`src/rtl/sbc_ram.sv`:
```
`timescale 1ns / 1ps

module sbc_ram #(
  parameter int WIDTH = 8,
  parameter int DEPTH = 16,
  localparam int AW = $clog2(DEPTH)
) (
  input  logic             clk,
  input  logic             wr_en,
  input  logic [AW-1:0]    wr_addr,
  input  logic [WIDTH-1:0] wr_data,
  input  logic [AW-1:0]    rd_addr,
  output logic [WIDTH-1:0] rd_data
);

  logic [WIDTH-1:0] mem [DEPTH];
  logic [WIDTH-1:0] rd_data_r;

  always_ff @(posedge clk) begin
    if (wr_en) begin
      mem[wr_addr] <= wr_data;
    end
    rd_data_r <= mem[rd_addr];
  end

  assign rd_data = rd_data_r;

endmodule

```
`config.mk`:
```
export PLATFORM = sky130hd
export DESIGN_NAME = sbc_ram
export DESIGN_NICKNAME = d
export VERILOG_FILES = /design/src/rtl/sbc_ram.sv
export SDC_FILE = /design/constraint.sdc
export NUM_CORES = 1
export LEC_CHECK = 0
export BUFFER_PORTS_ARGS = -buffer_cell sky130_fd_sc_hd__buf_2
export CAP_MARGIN = 20
export CORE_ASPECT_RATIO = 0.7
export CORE_MARGIN = 10
export CORE_UTILIZATION = 54
export CTS_BUF_LIST = sky130_fd_sc_hd__clkbuf_16
export CTS_CLUSTER_SIZE = 8
export DETAILED_ROUTE_END_ITERATION = 10
export PLACE_DENSITY = 0.74
export SYNTH_ARGS = -nofsm -noshare
export SYNTH_HDL_FRONTEND = slang
export SYNTH_SLANG_ARGS = --single-unit
```
`constraint.sdc`:
```
create_clock -name clk -period 1.82 [get_ports clk]
set_clock_uncertainty 0.05 [all_clocks]
set_input_delay 0.182 -clock clk [delete_from_list [all_inputs] [get_ports clk]]
set_output_delay 0.182 -clock clk [all_outputs]
set_load 0.01 [all_outputs]
```
# ---- Word-level counts from Yosys, hierarchy flattened
# Memories as Yosys holds them, arrays and structs flattened. A register that Yosys moved wholly into a read port is not among the register bits.
# Index checks and enable logic that the tools add are counted.
dict set report classes {
  n_mux 2
}
# op count
set ops {}
lappend ops {{1-bit 2-to-1 mux} 2}
dict set report word_totals {
  regBits 0
  in_bits 18
  elab_cells 3
  ram_bits 128
  out_inout_bits 8
  n_memories 1
}
# memory depth word_bits read_ports rd_clocked_by_memory_dff wr line
set mem_list {}
lappend mem_list {mem 16 8 1 1 1 16} ;# logic [WIDTH-1:0] mem [DEPTH];

# ---- Logic depth before layout (Yosys ltp)
dict set report depth {
  word_depth 2
  depth_mapped 5
  depth_no_buf 3
}

# ---- Worst setup path after synthesis
# No wires, ideal clock.
dict set report synth_path {
  kind {input-to-reg}
  from {input wr_addr[2]}
  to {memory mem[0][0], enable pin}
  cell_stages 2
  n_path_buf 0
  path_slack_ns 0.095
  required_time_ns 1.387
  setup_ns 0.383
  arrival_time_ns 1.292
  cell_sequence {or3b_2 nor3_1}
}
# item line
set synth_rtl {}
lappend synth_rtl {{start, declared} 10} ;# input logic [AW-1:0] wr_addr,
lappend synth_rtl {{end, declared} 16}
# Straight into the memory's write port.

==> run_results.csv <==
group,metric,value,unit
setup_path,critPathCaptureType,"register",
grt,grt_overflow,0,
synth,syn_inst,229,
floorplanning,core_area,9180,µm²
synth,seq_area_frac_synth,0.778,
grt,grt.total_usage,0.157,
placed_design,port_buffers,25,
placed_design,gp_congestion,0.749,
power,power.density,1150,nW/µm²
hold_path,hp-start,"wr_data[5]",
power,fin_total_pwr,6.99,mW
synth,netlist_area,5150,µm²
setup_path,rr_worst_depth,3,
setup_path,slowest_stage,"mux4_2",
floorplanning,die_h,102,µm
hold_path,hold_depth,1,
floorplanning,start_util,0.561,
final_layout,drive_above_1_share,0.302,
drt,viasPerCell,5.92,
setup_path,path_cells,"mux4_2 -> a22oi_1 -> nand2_1",
grt,antenna_found_initial,1,
setup_path,reg2reg_from,"mem[11][0]",
drt,drc,0,
sta,relSlewSlack,0.708,
floorplanning,die_area,13900,µm²
power,peakVddDrop,0.897,mV
hold_path,hp-class,"in -> reg",
setup_path,path_max_fanout,1,
placed_design,dpl.cell_count,390,
final_layout,area_growth,18.1,%
drt,drtIter0Drc,304,
synth,yosys_register_bits,136,
drt,vias,2497,
placed_design,dpl_cell_area,5530,µm²
final_layout,final_common_cell,"edfxtp_1",
setup_path,critPathRequiredTime,2.05,ns
sta,holdWs,0.102,ns
grt,first_global_vias,2616,
sta,finalMaxSlewViolations,0,
sta,hold_viol,0,
run,maxCapViolCount,0,
power,p_leak,2.10,nW
synth,synth_warnings,0,
clock_network,cts_resized,0,
final_layout,final_cells,422,
setup_path,r2r_end,"rd_data[0]",
sta,min_period_over_period,0.790,
placed_design,pre_cts_ws,0.169,ns
final_layout,nNetsFinal,303,
synth,ys_types,19,
synth,syn-num-nets,247,
clock_network,clk_pin_slew_worst_paths,0.05,ns
drt,antenna_left,0,
grt,grt_max_degree,21,
setup_path,start_kind,"register",
hold_path,min_to,"mem[10][5]",
sta,period_needed,1.44,ns
floorplanning,die_w,137,µm
sta,setup_tns,0,ns
clock_network,cts_htree_levels,4,
drt,finalWirelength,10300,µm
grt,grt_pass1_wl,15500,µm
setup_path,crit_type,"reg -> reg",
clock_network,cts_hold_buf,0,
clock_network,cts_tree,"built",
final_layout,final_area,6080,µm²
clock_network,clock_latency,0.41,ns
sta,setup-violations-final,0,
clock_network,clockBufferDepth,2,
final_layout,diodes,0,
placed_design,dp_hpwl,6610,µm
drt,firstDrtPassIters,4,
setup_path,arrival,1.67,ns
setup_path,r2r_slack,0.38,ns
sta,worstMarginPinSlew,0.438,ns
floorplanning,num_rows,29,
clock_network,cts_sinks,136,
setup_path,max_stage_delay,0.51,ns
sta,rsz0062_at_grt,"false",
floorplanning,ios,26,
clock_network,cts_buffers,17,
sta,max_freq,0.696,GHz
drt,wl_per_cell,24.4,µm
clock_network,clockRootBuffer,"clkbuf_16",
final_layout,layout_common_cells,"edfxtp_1 (128), buf_2 (25), buf_4 (20), mux4_2 (18), clkbuf_16 (17)",
synth,post_synth.cell_area_avg,22.5,µm²
final_layout,utilization,0.662,
sta,setup_slack,0.383,ns
clock_network,post_cts_buffers,0,
outcome,outcome,"finished clean",
==> worst max-delay path: cells and delay by family, from the launching register on <==
| family | cells | cell delay (ns) |
|---|---|---|
| compound gates | 1 | 0.26 |
| mux | 1 | 0.51 |
| flops | 1 | 0.39 |
| simple gates | 1 | 0.10 |
==> how the worst max path moves through the flow <==
| stage | startpoint | end | slack, ns |
|---|---|---|---|
| 4_1_cts | mem[11][0] | rd_data[0] | 0.40 |
| 3_5_place_dp | rd_addr[0] | rd_data[1] | 0.17 |
| 2_1_floorplan | wr_addr[2] | mem[0][0] | 0.1 |
| 5_1_grt | mem[11][0] | rd_data[0] | 0.34 |
| 3_3_place_gp | rd_addr[0] | rd_data[2] | 0.17 |
| 6_report | mem[11][0] | rd_data[0] | 0.38 |
==> cells by family (layout without fill, tap and decap cells) <==
group / Yosys count / count (layout) / synth area share
mux: 32 / 32 / 0.150
simple gates: 35 / 35 / 0.0318
compound gates: 16 / 16 / 0.0233
buf+inv: 10 / 79 / 0.0168
flops: 136 / 136 / 0.778
==> per-layer routing <==
metal  wire (µm)  GRT usage  vias to the layer above
met3        1090     0.0584                        8
met4          62     0.0637                        2
met1        4430      0.217                     1271
met2        4690      0.220                      126
met5          13          0                        -
li1            -          -                     1090
==> synthesized netlist by cell type <==
library cell | n | area share
clkdlybuf4s25_2 | 3 | 0.0058
nand2b_1 | 2 | 0.0024
and2_1 | 1 | 0.0012
a22oi_1 | 16 | 0.023
nand3_1 | 1 | 0.00097
nand2_1 | 9 | 0.0066
buf_6 | 3 | 0.0066
nor3_1 | 4 | 0.0039
edfxtp_1 | 128 | 0.75
nand3b_1 | 2 | 0.0029
mux4_2 | 18 | 0.079
and2b_1 | 1 | 0.0015
mux4_1 | 14 | 0.071
nor2_1 | 13 | 0.0095
or3b_2 | 1 | 0.0017
buf_4 | 1 | 0.0015
dfxtp_1 | 8 | 0.031
nor2b_1 | 1 | 0.0012
buf_2 | 3 | 0.0029
==> sequential cells by signal (all words and copies together), names as in the netlist <==
signal,flops
mem,128
rd_data,8
==> power breakdown <==
group	internal (mW)	switching, mW
clock network	1.96	1.16
logic	0.145	0.190
registers	3.50	0.0266
==> final cells by class <==
type / instances / area [µm²]
clock buffers: 17 / 425
clock inverters: 15 / 121
fillers: 594 / 3100
multi-input cells: 83 / 1060
flip-flops and latches: 136 / 4000
well taps: 124 / 155
repair buffers: 47 / 315
Note: power is estimated with default switching activity, not from simulation.
