$ cat src/rtl/sbc_pkg.sv
`timescale 1ns / 1ps

package sbc_pkg;

  localparam int MAX_VERTICES_DEF     = 1024;
  localparam int MAX_LIST_ENTRIES_DEF = 8192;

  localparam int CMD_W     = 2;
  localparam int VTX_W     = 10;
  localparam int STATUS_W  = 2;
  localparam int SCORE_W   = 48;
  localparam int COUNT_W   = 11;
  localparam int SCALE_W   = 27;
  localparam int CFG_IDX_W = 2;
  localparam int PATH_W    = 32;
  localparam int NUM_W     = 65;

  localparam logic [COUNT_W-1:0] VERTEX_COUNT_RST = 11'd1024;
  localparam logic [SCALE_W-1:0] SCALE_RST        = 27'd65536;
  localparam logic [32:0]        DEP_ONE          = 33'd65536;

  localparam logic [CFG_IDX_W-1:0] CFG_VERTEX_COUNT = 2'd0;
  localparam logic [CFG_IDX_W-1:0] CFG_SCALE        = 2'd1;

  typedef enum logic [1:0] {
    CMD_ADD_EDGE = 2'd0,
    CMD_SOURCE   = 2'd1,
    CMD_READ     = 2'd2,
    CMD_NONE     = 2'd3
  } cmd_t;

  typedef enum logic [1:0] {
    ST_OK        = 2'd0,
    ST_SELF_LOOP = 2'd1,
    ST_FULL      = 2'd2,
    ST_RANGE     = 2'd3
  } status_t;

  typedef enum logic [4:0] {
    S_INIT, S_IDLE, S_E_WA, S_E_WB, S_RD_W, S_CLR, S_SEED,
    S_B_POP, S_B_CUR, S_B_CURD, S_B_EDGE, S_B_NB, S_B_UPD,
    S_R_POP, S_R_W, S_R_WD, S_R_EDGE, S_R_NB, S_R_VD, S_R_MUL,
    S_R_ADD, S_R_DIV, S_R_DEP, S_R_SMUL, S_R_SCW, S_OUT
  } state_t;

endpackage

$ cat src/rtl/sbc_div.sv
`timescale 1ns / 1ps

// Restoring divider, one quotient bit per cycle.
module sbc_div (
  input  logic                       clk,
  input  logic                       rst_n,
  input  logic                       start,
  input  logic [sbc_pkg::NUM_W-1:0]  num,
  input  logic [sbc_pkg::PATH_W-1:0] den,
  output logic                       done,
  output logic [sbc_pkg::NUM_W-1:0]  quo
);

  localparam int CW = $clog2(sbc_pkg::NUM_W);

  logic                        busy_r;
  logic                        done_r;
  logic [CW-1:0]               cnt_r;
  logic [sbc_pkg::NUM_W-1:0]   num_r;
  logic [sbc_pkg::PATH_W:0]    rem_r;
  logic [sbc_pkg::PATH_W:0]    rem_sh;
  logic                        fits;

  always_comb begin
    rem_sh = {rem_r[sbc_pkg::PATH_W-1:0], num_r[sbc_pkg::NUM_W-1]};
    fits   = rem_sh >= {1'b0, den};
  end

  always_ff @(posedge clk) begin
    if (!rst_n) begin
      busy_r <= 1'b0;
      done_r <= 1'b0;
      cnt_r  <= '0;
    end else begin
      done_r <= 1'b0;
      if (start) begin
        busy_r <= 1'b1;
        cnt_r  <= '0;
      end else if (busy_r) begin
        cnt_r <= cnt_r + CW'(1);
        if (cnt_r == CW'(sbc_pkg::NUM_W - 1)) begin
          busy_r <= 1'b0;
          done_r <= 1'b1;
        end
      end
    end
  end

  always_ff @(posedge clk) begin
    if (start) begin
      num_r <= num;
      rem_r <= '0;
    end else if (busy_r) begin
      num_r <= {num_r[sbc_pkg::NUM_W-2:0], fits};
      rem_r <= fits ? (rem_sh - {1'b0, den}) : rem_sh;
    end
  end

  assign done = done_r;
  assign quo  = num_r;

endmodule

$ cat config.mk
export PLATFORM = sky130hd
export DESIGN_NAME = sbc_div
export DESIGN_NICKNAME = d
export VERILOG_FILES = /design/src/rtl/sbc_pkg.sv /design/src/rtl/sbc_div.sv
export SDC_FILE = /design/constraint.sdc
export NUM_CORES = 1
export LEC_CHECK = 0
export BUFFER_PORTS_ARGS = -buffer_cell sky130_fd_sc_hd__buf_4
export CELL_PAD_IN_SITES_DETAIL_PLACEMENT = 0
export CELL_PAD_IN_SITES_GLOBAL_PLACEMENT = 1
export CORE_MARGIN = 2
export CORE_UTILIZATION = 41
export CTS_CLUSTER_SIZE = 14
export DETAILED_ROUTE_END_ITERATION = 16
export GPL_TIMING_DRIVEN = 0
export PLACE_DENSITY_LB_ADDON = 0.05
export SLEW_MARGIN = 20
export SYNTH_ARGS = -nofsm -noshare
export SYNTH_HDL_FRONTEND = slang
export SYNTH_SLANG_ARGS = --single-unit
$ cat constraint.sdc
create_clock -name clk -period 3.5 [get_ports clk]
set_input_delay 0.175 -clock clk [delete_from_list [all_inputs] [get_ports clk]]
set_output_delay 0.175 -clock clk [all_outputs]
set_load 0.005 [all_outputs]
== Word level (Yosys, flattened, before mapping) ==
Cells that the tools add are included.

* Bits in registers: 106
* Latch bits: 0
* Bits in writable memories: 0
* ROM bits: 0
* Bits of input ports: 100
* Output and inout bits: 66
* Logic and storage cells: 21
* Memories: 0

* Add/subtract/negate cells: 2
* $mul: 0
* Div/mod/pow operators: 0
* Order comparisons: 1
* Eq/ne operators: 1
* Shifts and indexed selects: 0
* Muxes and demuxes: 7
* Bitwise gates (word level): 2
* Reduce and logical (&&, ||, !) cells: 3

{| class="wikitable"
|+ Operators by type and width
! cell !! number
|-
| 65-bit two-way mux || 2
|-
| 33-bit by 32-bit greater-or-equal comparator with 1-bit output || 1
|-
| 32-bit two-way mux || 1
|-
| 32-bit subtractor || 1
|-
| 7-bit by 1-bit adder with 7-bit output (second input constant) || 1
|-
| 7-bit equality test (second input constant) || 1
|-
| 1-bit two-way mux || 4
|-
| 3-bit OR reduction || 1
|-
| 1-bit inverter || 2
|-
| 2-bit nonzero test || 1
|-
| 2-bit OR reduction || 1
|}

== Longest topological paths before layout ==
Gate-level depths: netlist (run 1).

* Depth after elaboration: 4
* Mapped depth: 14
* Depth with buffers taken out: 14

== Worst setup path before layout (run 1) ==
Ideal clock, no wire load.

* Kind: register to register
* From: reg num_r, in the netlist quo[64]
* To: reg rem_r[28] (netlist bit)
* Library setup time: 59 ps
* Arrival time: 3022 ps
* Required time: 3441 ps
* Slack: 419 ps
* Stages on the path, launching flop included: 15
* Path buffers: 0
* Cells stage by stage: edfxtp_1 -> inv_1 -> ha_1 -> inv_1 -> fa_1 -> a21o_1 -> a221oi_2 -> o21ai_2 -> o2111ai_2 -> a31oi_2 -> a311o_1 -> a41o_1 -> nand3b_1 -> a31o_1 -> nand2_1

* Word-level cells in the longest chain between the ends: 2
* Elaborated cells between the ends (all ways): 3
* Classes of those cells: add/sub (1); order compare (1); mux (1)

{| class="wikitable"
|+ Ends and longest elaborated chain
! element !! RTL line !! source
|-
| from (decl) || sbc_div.sv:19 || <nowiki>logic [sbc_pkg::NUM_W-1:0] num_r;</nowiki>
|-
| from (signal assigned) || sbc_div.sv:51 || <nowiki>num_r <= num;</nowiki>
|-
| from (signal assigned) || sbc_div.sv:54 || <nowiki>num_r <= {num_r[sbc_pkg::NUM_W-2:0], fits};</nowiki>
|-
| 32-bit subtractor or 33-bit by 32-bit greater-or-equal comparator with 1-bit output (tied branches) || sbc_div.sv:55, sbc_div.sv:26 ||
|-
| 32-bit two-way mux * || sbc_div.sv:55 || <nowiki>rem_r <= fits ? (rem_sh - {1'b0, den}) : rem_sh;</nowiki>
|-
| to (signal assigned) || sbc_div.sv:55 ||
|-
| to (decl) || sbc_div.sv:20 || <nowiki>logic [sbc_pkg::PATH_W:0] rem_r;</nowiki>
|}

Every way passes the cells marked *; elsewhere a longest branch is shown, timed or not.
A chain may end at the register's enable or synchronous reset.

== Worst setup path after layout (run 1) ==
Same ends and word-level chain as after synthesis.

==> results of run 1 <==
## power breakdown
| group | switching (mW) | internal, mW |
|---|---|---|
| Combinational | 0.316 | 0.363 |
| Clock | 0.526 | 0.524 |
| Sequential | 0.0597 | 1.45 |
## cells in the mapped netlist (all sizes together), types with 4 or more instances
| library cell | number | area, um2 |
|---|---|---|
| ha | 34 | 425 |
| clkbuf | 19 | 71.3 |
| inv | 43 | 161 |
| buf | 8 | 68.8 |
| dfxtp | 41 | 821 |
| a21oi | 28 | 140 |
| nor2b | 7 | 46.3 |
| nand3 | 12 | 60.1 |
| xor2 | 17 | 149 |
| mux2 | 65 | 732 |
| nor2 | 37 | 141 |
| nand2 | 46 | 173 |
| nand4 | 6 | 37.5 |
| nand2b | 4 | 25.0 |
| and3 | 5 | 31.3 |
| a211oi | 17 | 128 |
| a31oi | 6 | 50.0 |
| o211ai | 4 | 30.0 |
| xnor2 | 16 | 140 |
| edfxtp | 65 | 1950 |
| a21o | 17 | 129 |
| mux2i | 21 | 210 |
| o21ai | 25 | 151 |
## final cells by class
class | count | area (um2) | share of cell area (%)
Multi-Input combinational cell | 412 | 3240 | 39.9
Sequential cell | 106 | 2770 | 34.1
Timing Repair Buffer | 168 | 1270 | 15.7
Clock buffer | 10 | 239 | 2.94
Tap cell | 188 | 235 | 2.89
Inverter | 43 | 164 | 2.02
Buffer | 27 | 140 | 1.72
Clock inverter | 6 | 62.6 | 0.770
## metrics by stage
| stage | setup WS, ns | util (%) | hold WS [ns] | total power, mW |
|---|---|---|---|---|
| after global placement | 0.0616 | 51.4 | 0.401 | 2.19 |
| after floorplan | 0.419 | - | 0.303 | 1.89 |
| final | 0.150 | 54.1 | 0.0432 | 3.23 |
| after CTS | 0.0307 | 53.5 | 0.0371 | 3.26 |
| after detailed placement | 0.0494 | 51.5 | 0.407 | 2.20 |
| after global routing | 0.00585 | 54.1 | 0.0618 | 3.38 |
## logic make-up (layout without fill, tap and decap cells)
family                     count (synthesis)  count (layout)  share of synthesized area (%)
muxes                                     86              86                           15.1
buffers and inverters                     70             254                           4.82
DFF                                      106             106                           44.3
and+or+nand+nor                          134             134                           10.2
adders and majority gates                 35              35                           7.12
AOI/OAI and AO/OA                        124             124                           13.9
xor gates and xnor gates                  33              33                           4.62
## repair_timing
item                                    in CTS  in global routing
endpoints found under the setup margin       0                  4
buffers inserted                             0                  3
gates resized for setup                      0                  7
## layer usage
layer	vias up	share of wire, %	GRT usage (%)
met4	0	1.6	6.40
met5	-	0	0
li1	2513	-	-
met1	2368	43	25.4
met2	146	47	32.7
met3	18	8.0	6.49
## flip-flops by register name (all words and copies together), names as in the netlist
signal,flops
rem_r,32
busy_r,1
quo,65
cnt_r,7
done,1
## final timing paths
| check | start | cells past startpoint | endpoint | slack (ns) |
|---|---|---|---|---|
| setup / recovery | quo[64] | 14 | rem_r[28] | 0.15 |
| hold / removal | rst_n | 2 | busy_r | 0.04 |
| hold reg to reg | rem_r[2] | 2 | rem_r[2] | 0.49 |
| setup reg to reg | quo[64] | 14 | rem_r[28] | 0.15 |
## worst reg2reg max path: stages, from the launching register on
cell	delay, ns
edfxtp_1	0.41
inv_1	0.08
ha_1	0.17
inv_1	0.06
fa_1	0.41
a21o_1	0.24
a221oi_4	0.32
o21ai_4	0.12
o2111ai_4	0.27
a31oi_4	0.15
a311o_1	0.38
a41o_1	0.29
nand3b_1	0.17
a31o_1	0.19
nand2_1	0.06
==> results by group, run 1 <==
Outcome
  – Status: finished clean

Cells and area
  – Cell Count, Final, Fillers Out: 960
  – # fillers: approximately 1400
  – Share of cells above drive strength 1: roughly a third
  – Antenna Cells: 0
  – Final Cell Area: roughly 8100 um2
  – Nets@finish: ~900
  – Most common cell after layout, fill and taps aside: buf_4
  – Most frequent cells in the layout: buf_4, mux2_2, edfxtp_1, nand2_1, inv_1
  – Area grow syn2layout: 29.8%

Routing
  – DRC violations left: 0
  – DR WL/cell: 16.9 um
  – Final wirelength: ~16000 um
  – 1st-pass router iterations: 4
  – Final ANT Viol Nets: 0
  – Vias per cell: roughly 5.3
  – DRT iter0 DRCs: roughly 200
  – Vias: 5045

Synth
  – EDFF count, synth: between 60 and 70
  – Count of different cell masters after synthesis: 60
  – Sequential share of the synthesized area: 44.3%
  – Mapped Avg Cell Area: 10.6 um2
  – Syn_nets: 723
  – Post-synthesis register bit count: roughly 110
  – Synth Instances: 588
  – Asr flop ratio synth: 0%
  – Yosys warns: 0
  – Synth Flop Type: edfxtp_1
  – Cell area after synthesis: roughly 6300 um2

Timing
  – Setup TNS: 0 ns
  – Slew headroom: a little over half
  – Final Hold Fails: 0
  – Period minus WS final: around 3.4 ns
  – Clock skew: between 0.009 and 0.01 ns
  – Final setup fails: 0
  – Maximum clock rate: 298 MHz
  – Worst Tran Pin Value: around 0.69 ns
  – Setup repair after global routing missed its margin: false
  – Slew Limit Fails: 0
  – Fin crit share: between 90% and 100%

Critical path
  – Most common cell on crit path: inv_1
  – CP max stage cell: edfxtp_1
  – Critical Path AT: about 3.7 ns
  – Worst EP required: approximately 3.8 ns
  – Crit Path Category: flip-flop to flip-flop
  – Critical Path End Type: flip-flop
  – Crit path cell chain: inv_1 -> ha_1 -> inv_1 -> fa_1 -> a21o_1 -> a221oi_4 -> o21ai_4 -> o2111ai_4 -> a31oi_4 -> a311o_1 -> a41o_1 -> nand3b_1 -> a31o_1 -> nand2_1
  – Critical Path Start Type: flip-flop
  – CP top delay family: compound AO/OA/AOI/OAI gates
  – CP Max Fanout: 4
  – Critical Path Max Stage Delay: between 0.4 and 0.5 ns
  – WP buf/inv: 2

Place
  – GPL Wtd Cong: ~0.87
  – DP Area: slightly below 8000 um2
  – DP Cell Count: about 940
  – Hpwl dp: between 10000 and 15000 um
  – Port-buffer cells: approximately 160

Die
  – Initial core utilization: 41.6%
  – Die ar.: between 15000 and 20000 um2
  – Die X: 128 um
  – Row count: between 40 and 50
  – Io pins: roughly 170
  – Core ar.: 15000 um2
  – Vert. Die Dim: 128 um

GRT
  – Vias in the first global route: around 5200
  – Initial antenna violation count: 0
  – Remaining global-route overflow: 0
  – First-pass GRT wire length: 25800 um
  – Total GRT Usage: between 20% and 30%
  – Largest net degree at the start of global routing: 44

Power
  – Peak VDD IR: between 0.0002 and 0.0003 V
  – Pwr Density: 398 nW/um2
  – Static Leak: 3.50 nW

Clock network
  – CTS clk-pin slew, worst paths: around 0.080 ns
  – CTS Buf Count: 9
  – CTS root buf: clkbuf_16
  – Max Root-Sink Buffers: 2
  – CTS tree: built
  – Hold buffers post-CTS: 0
  – Clock sinks: between 100 and 150
  – Clock latency at the later pin of the worst-skew pair: 0.36 ns
  – H-tree depth: 3

Job
  – Max Cap Violations: 0

Worst hold path
  – Worst Hold Class: input pin to flip-flop
No activity file was read; power rests on OpenSTA's default activity.
==> inputs of run 2 (changes only) <==
BUFFER_PORTS_ARGS = unset   (was -buffer_cell sky130_fd_sc_hd__buf_4)
CAP_MARGIN = 20   (was unset)
CORE_UTILIZATION = 44   (was 41)
DONT_BUFFER_PORTS = 1   (was unset)
==> results by group, run 2 (same netlist as run 1, synthesis figures left out) <==
Routing
  – DRT iter0 DRCs: 196
  – DR WL/cell: 19.1 um
  – Vias: between 4000 and 5000
  – DRC violations left: 0
  – Vias per cell: ~5.6
  – Final ANT Viol Nets: 0
  – Final wirelength: 15000 um
  – 1st-pass router iterations: 4

Power
  – Peak VDD IR: between 0.0003 and 0.0004 V
  – Sw Ratio: 28.7%
  – Comb power frac: 15.3%
  – Pint: between 2 and 2.5 mW
  – Clock network fraction of total power: 34.4%
  – Pwr Density: approximately 440 nW/um2
  – Static Leak: approximately 2.7 nW
  – P_sw: just under 900 uW
  – Sequential power share: roughly 50%

GRT
  – Vias in the first global route: around 4600
  – Total GRT Usage: approximately a fifth
  – First-pass GRT wire length: between 20000 and 25000 um
  – Remaining global-route overflow: 0
  – Largest net degree at the start of global routing: 66
  – Initial antenna violation count: 0

Clock network
  – CTS root buf: clkbuf_16
  – Clock sinks: 106
  – Max Root-Sink Buffers: 2
  – H-tree depth: 3
  – Clock latency at the later pin of the worst-skew pair: around 0.36 ns
  – CTS tree: built
  – CTS Buf Count: 9
  – CTS clk-pin slew, worst paths: about 0.08 ns

Die
  – Initial core utilization: ~45%
  – Die ar.: around 15000 um2
  – Vert. Die Dim: approximately 120 um
  – Io pins: roughly 170
  – Row count: between 40 and 50
  – Core ar.: approximately 14000 um2
  – Die X: 123 um

Critical path
  – Crit path to: rem_r[24]
  – Critical Path Start Type: flip-flop
  – Critical Path End Type: flip-flop
  – FF-to-FF End: rem_r[24]
  – Critical Path Source: quo[64]
  – Worst EP required: between 3 and 4 ns
  – Crit Path Category: flip-flop to flip-flop
  – Critical Path AT: 3.59 ns
  – CP Max Fanout: 4
  – Reg2Reg Setup Slack: approximately 0.18 ns
  – Reg2Reg Depth: 14
  – Reg-to-Reg Start: quo[64]

Cells and area
  – Layout Utilization: 49.7%
  – Cell Count, Final, Fillers Out: ~790
  – Max reg flops: 65
  – Antenna Cells: 0
  – Area grow syn2layout: 10.3%
  – Nets@finish: roughly 740
  – Most frequent cells in the layout: mux2_2, edfxtp_1, nand2_1, inv_1, dfxtp_1
  – Share of cells above drive strength 1: 17.6%

Timing
  – Final setup fails: 0
  – Period minus WS final: between 3 and 4 ns
  – Fin crit share: around 95%
  – Clock skew: 0.0128 ns
  – Slew headroom: 53.0%
  – Final Hold Fails: 0
  – Setup repair after global routing missed its margin: false
  – Slew Limit Fails: 0
  – Setup TNS: 0 ns
  – Setup ws final: 0.175 ns
  – Maximum clock rate: ~300 MHz
  – Worst Tran Pin Value: roughly 0.7 ns

Place
  – Hpwl dp: ~11000 um
  – GPL Wtd Cong: about 0.86
  – Pre-CTS setup slack: between 0.0002 and 0.0003 ns
  – Port-buffer cells: 0
  – DP Cell Count: between 700 and 800

Worst hold path
  – Worst Hold Class: input pin to flip-flop
  – Hold_sp: num[45]

Outcome
  – Status: finished clean

Job
  – Max Cap Violations: 0
-- run 2: metrics by stage --
step,instance area (um2),power [mW],hold slack (ns)
final,6910,3.04,0.0314
after global routing,6910,3.19,0.0111
after CTS,6840,3.08,0.0129
after floorplan,6260,1.89,0.303
after detailed placement,6520,2.01,0.315
after global placement,6480,2.00,0.307
-- run 2: final cells by class --
| class | instances | area (um2) |
|---|---|---|
| inverter | 43 | 164 |
| tap | 180 | 225 |
| timing repair buffer | 4 | 52.6 |
| multi-input combinational | 412 | 3250 |
| clock inverter | 7 | 80.1 |
| buffer | 27 | 140 |
| sequential | 106 | 2770 |
| fill | 1322 | 6980 |
| clock buffer | 9 | 225 |
-- run 2: critical path, stage by stage, from the launching register on --
cell       delay [ns]
edfxtp_1         0.45
inv_1            0.08
ha_1             0.17
inv_1            0.06
fa_2             0.35
a21o_1           0.21
a221oi_4         0.34
o21ai_4          0.12
o2111ai_4        0.26
a31oi_4          0.15
a311o_1          0.38
buf_4            0.15
xor2_1           0.14
mux2i_1          0.12
a211oi_1         0.23
-- run 2: worst min-delay path by stage --
stage / end / slack (ns) / cells after the start
2_1_floorplan: busy_r / 0.30 / 1
6_report: quo[45] / 0.03 / 1
4_1_cts: quo[58] / 0.01 / 1
5_1_grt: quo[1] / 0.01 / 1
3_3_place_gp: busy_r / 0.31 / 1
3_5_place_dp: busy_r / 0.31 / 1
-- run 2: power by group through the flow --
stage,Sequential [mW],Clock [mW],Combinational (mW)
2_1_floorplan,1.53,0,0.361
3_3_place_gp,1.56,0,0.440
3_5_place_dp,1.56,0,0.453
4_1_cts,1.53,1.09,0.459
5_1_grt,1.54,1.13,0.520
6_report,1.53,1.05,0.464
-- run 2: routing by layer --
layer,wire [um],track usage [%]
met1,6410,25.4
met2,7130,34.5
met3,1260,8.53
met4,220,5.26
met5,0,0
-- run 2: repair_timing --
| action | CTS | global route |
|---|---|---|
| resized for setup | 1 | 8 |
| setup buffers | 0 | 2 |
| setup endpoints to repair | 2 | 6 |
| hold buffers | 1 | 0 |
| endpoints found under the hold margin | 1 | 0 |
| pin swaps | 0 | 7 |
| cloned | 0 | 0 |
==> inputs of run 3 (changes only) <==
REMOVE_ABC_BUFFERS = 1   (was unset)
==> results by group, run 3 (same netlist as run 1, synthesis figures left out) <==
Cells and area
  – # fillers: 1315
  – Antenna Cells: 0
  – Most frequent cells in the layout: mux2_2, edfxtp_1, nand2_1, inv_1, dfxtp_1
  – Max reg flops: between 60 and 70
  – Area occupied by multi-input gates: 3220 um2
  – Share of cells above drive strength 1: 18.2%
  – Layout Utilization: between 40% and 50%
  – Area grow syn2layout: 8.93%
  – Nets@finish: just over 700
  – Register area: 2770 um2

Timing
  – Clock skew: approximately 0.0064 ns
  – Maximum clock rate: around 300 MHz
  – Worst Tran Pin Value: 0.949 ns
  – Setup repair after global routing missed its margin: false
  – Setup ws final: around 0.21 ns
  – Slew headroom: 36.5%
  – Fin crit share: around 94%
  – Period minus WS final: approximately 3.3 ns
  – Final Hold Fails: 0
  – Final setup fails: 0
  – Setup TNS: 0 ns
  – Slew Limit Fails: 0

Routing
  – Vias: approximately 4300
  – Final wirelength: between 10000 and 15000 um
  – Final ANT Viol Nets: 0
  – DRT iter0 DRCs: 296
  – DRC violations left: 0
  – 1st-pass router iterations: 4
  – Vias per cell: between 5 and 6
  – DR WL/cell: 18.5 um

Power
  – Pint: 2.22 mW
  – Peak VDD IR: approximately 0.00025 V
  – Clock network fraction of total power: between 30% and 40%
  – Pwr Density: roughly 440 nW/um2
  – P_sw: around 800 uW
  – Sequential power share: 50.9%
  – Static Leak: 2.69 nW
  – Comb power frac: 14.6%
  – Sw Ratio: between 20% and 30%
  – Power, Total: roughly 3 mW

Clock network
  – Clock latency at the later pin of the worst-skew pair: ~0.35 ns
  – Max Root-Sink Buffers: 2
  – CTS clk-pin slew, worst paths: ~0.07 ns
  – CTS Buf Count: 9
  – CTS tree: built
  – H-tree depth: 3
  – CTS root buf: clkbuf_16
  – Clock sinks: 106

Critical path
  – Reg2Reg Setup Slack: 0.21 ns
  – CP Max Fanout: 4
  – Critical Path Start Type: flip-flop
  – Critical Path End Type: flip-flop
  – Worst EP required: roughly 3.8 ns
  – Crit Path Category: flip-flop to flip-flop
  – Critical Path AT: between 3 and 4 ns

Job
  – Max Cap Violations: 0

GRT
  – First-pass GRT wire length: ~23000 um
  – Largest net degree at the start of global routing: 71
  – Vias in the first global route: around 4500
  – Total GRT Usage: roughly a fifth
  – Initial antenna violation count: 0
  – Remaining global-route overflow: 0

Place
  – Pre-CTS setup slack: between 0.04 and 0.05 ns
  – Port-buffer cells: 0
  – Hpwl dp: a little over 10000 um
  – GPL Wtd Cong: roughly 0.75

Die
  – Initial core utilization: between 40% and 50%
  – Die X: 123 um
  – Core ar.: around 14000 um2
  – Row count: 43
  – Io pins: 166
  – Die ar.: about 15000 um2
  – Vert. Die Dim: approximately 120 um

Worst hold path
  – Worst Hold Class: input pin to flip-flop

Outcome
  – Status: finished clean
-- run 3: cell types whose count changed in the layout (fill, tap and decap cells not counted), sizes merged --
cell         change
buf              -3
dlygate4sd3      +1
clkinv           -1
bufinv           +1
clkinvlp         -1
clkbuf          -18
-- run 3: critical path, cell delays in order, from the launching register on --
cell and delay (ns):
edfxtp_1 0.43, inv_1 0.08, ha_1 0.18, inv_1 0.06, fa_2 0.35, a21o_1 0.21
a221oi_4 0.29, o21ai_2 0.14, o2111ai_2 0.29, a31oi_4 0.15, a311o_1 0.39, a41o_1 0.24
nand3b_1 0.17, a31o_1 0.19, nand2_1 0.05
-- run 3: repair_timing --
item	CTS	global route
gates resized for setup	0	5
buffers inserted	0	3
hold buffers	2	0
endpoints found under the setup margin	0	20
hold endpoints to repair	18	0
-- run 3: cell type report --
cell class                      count  area share, %
Multi-Input combinational cell    412           47.2
Clock buffer                       10           3.36
Timing Repair Buffer               10           2.00
Tap cell                          180           3.30
Sequential cell                   106           40.7
Clock inverter                      6           1.03
Inverter                           43           2.40
-- run 3: metal layers --
metal  up-vias  track usage, %  part of all wire, %
met5         -               0                    0
met4         0            5.61                 0.82
met3         6            8.07                  9.2
met2       145            32.2                   47
met1      2029            23.3                   43
li1       2128               -                    -
-- run 3: through the flow --
| stage | std cells | area, um2 | hold WS, ns |
|---|---|---|---|
| after floorplan | 561 | 6120 | 0.244 |
| final | 767 | 6820 | 0.0400 |
| after global routing | 767 | 6820 | 0.0251 |
| after detailed placement | 746 | 6440 | 0.263 |
| after CTS | 764 | 6760 | 0.0249 |
| after global placement | 741 | 6340 | 0.260 |
-- run 3: path summary, 6_finish.rpt --
path / startpoint / endpoint / depth (start not counted)
hold / removal: num[4] / quo[4] / 1
hold reg to reg: rem_r[20] / rem_r[20] / 2
setup / recovery: quo[64] / rem_r[28] / 14
setup reg to reg: quo[64] / rem_r[28] / 14
-- run 3: power by group through the flow --
stage | Sequential, mW | Combinational [mW] | Clock [mW]
floorplan | 1.54 | 0.336 | 0
global placement | 1.58 | 0.403 | 0
detailed placement | 1.56 | 0.430 | 0
CTS | 1.54 | 0.436 | 1.07
global route | 1.55 | 0.492 | 1.11
finish | 1.53 | 0.440 | 1.04
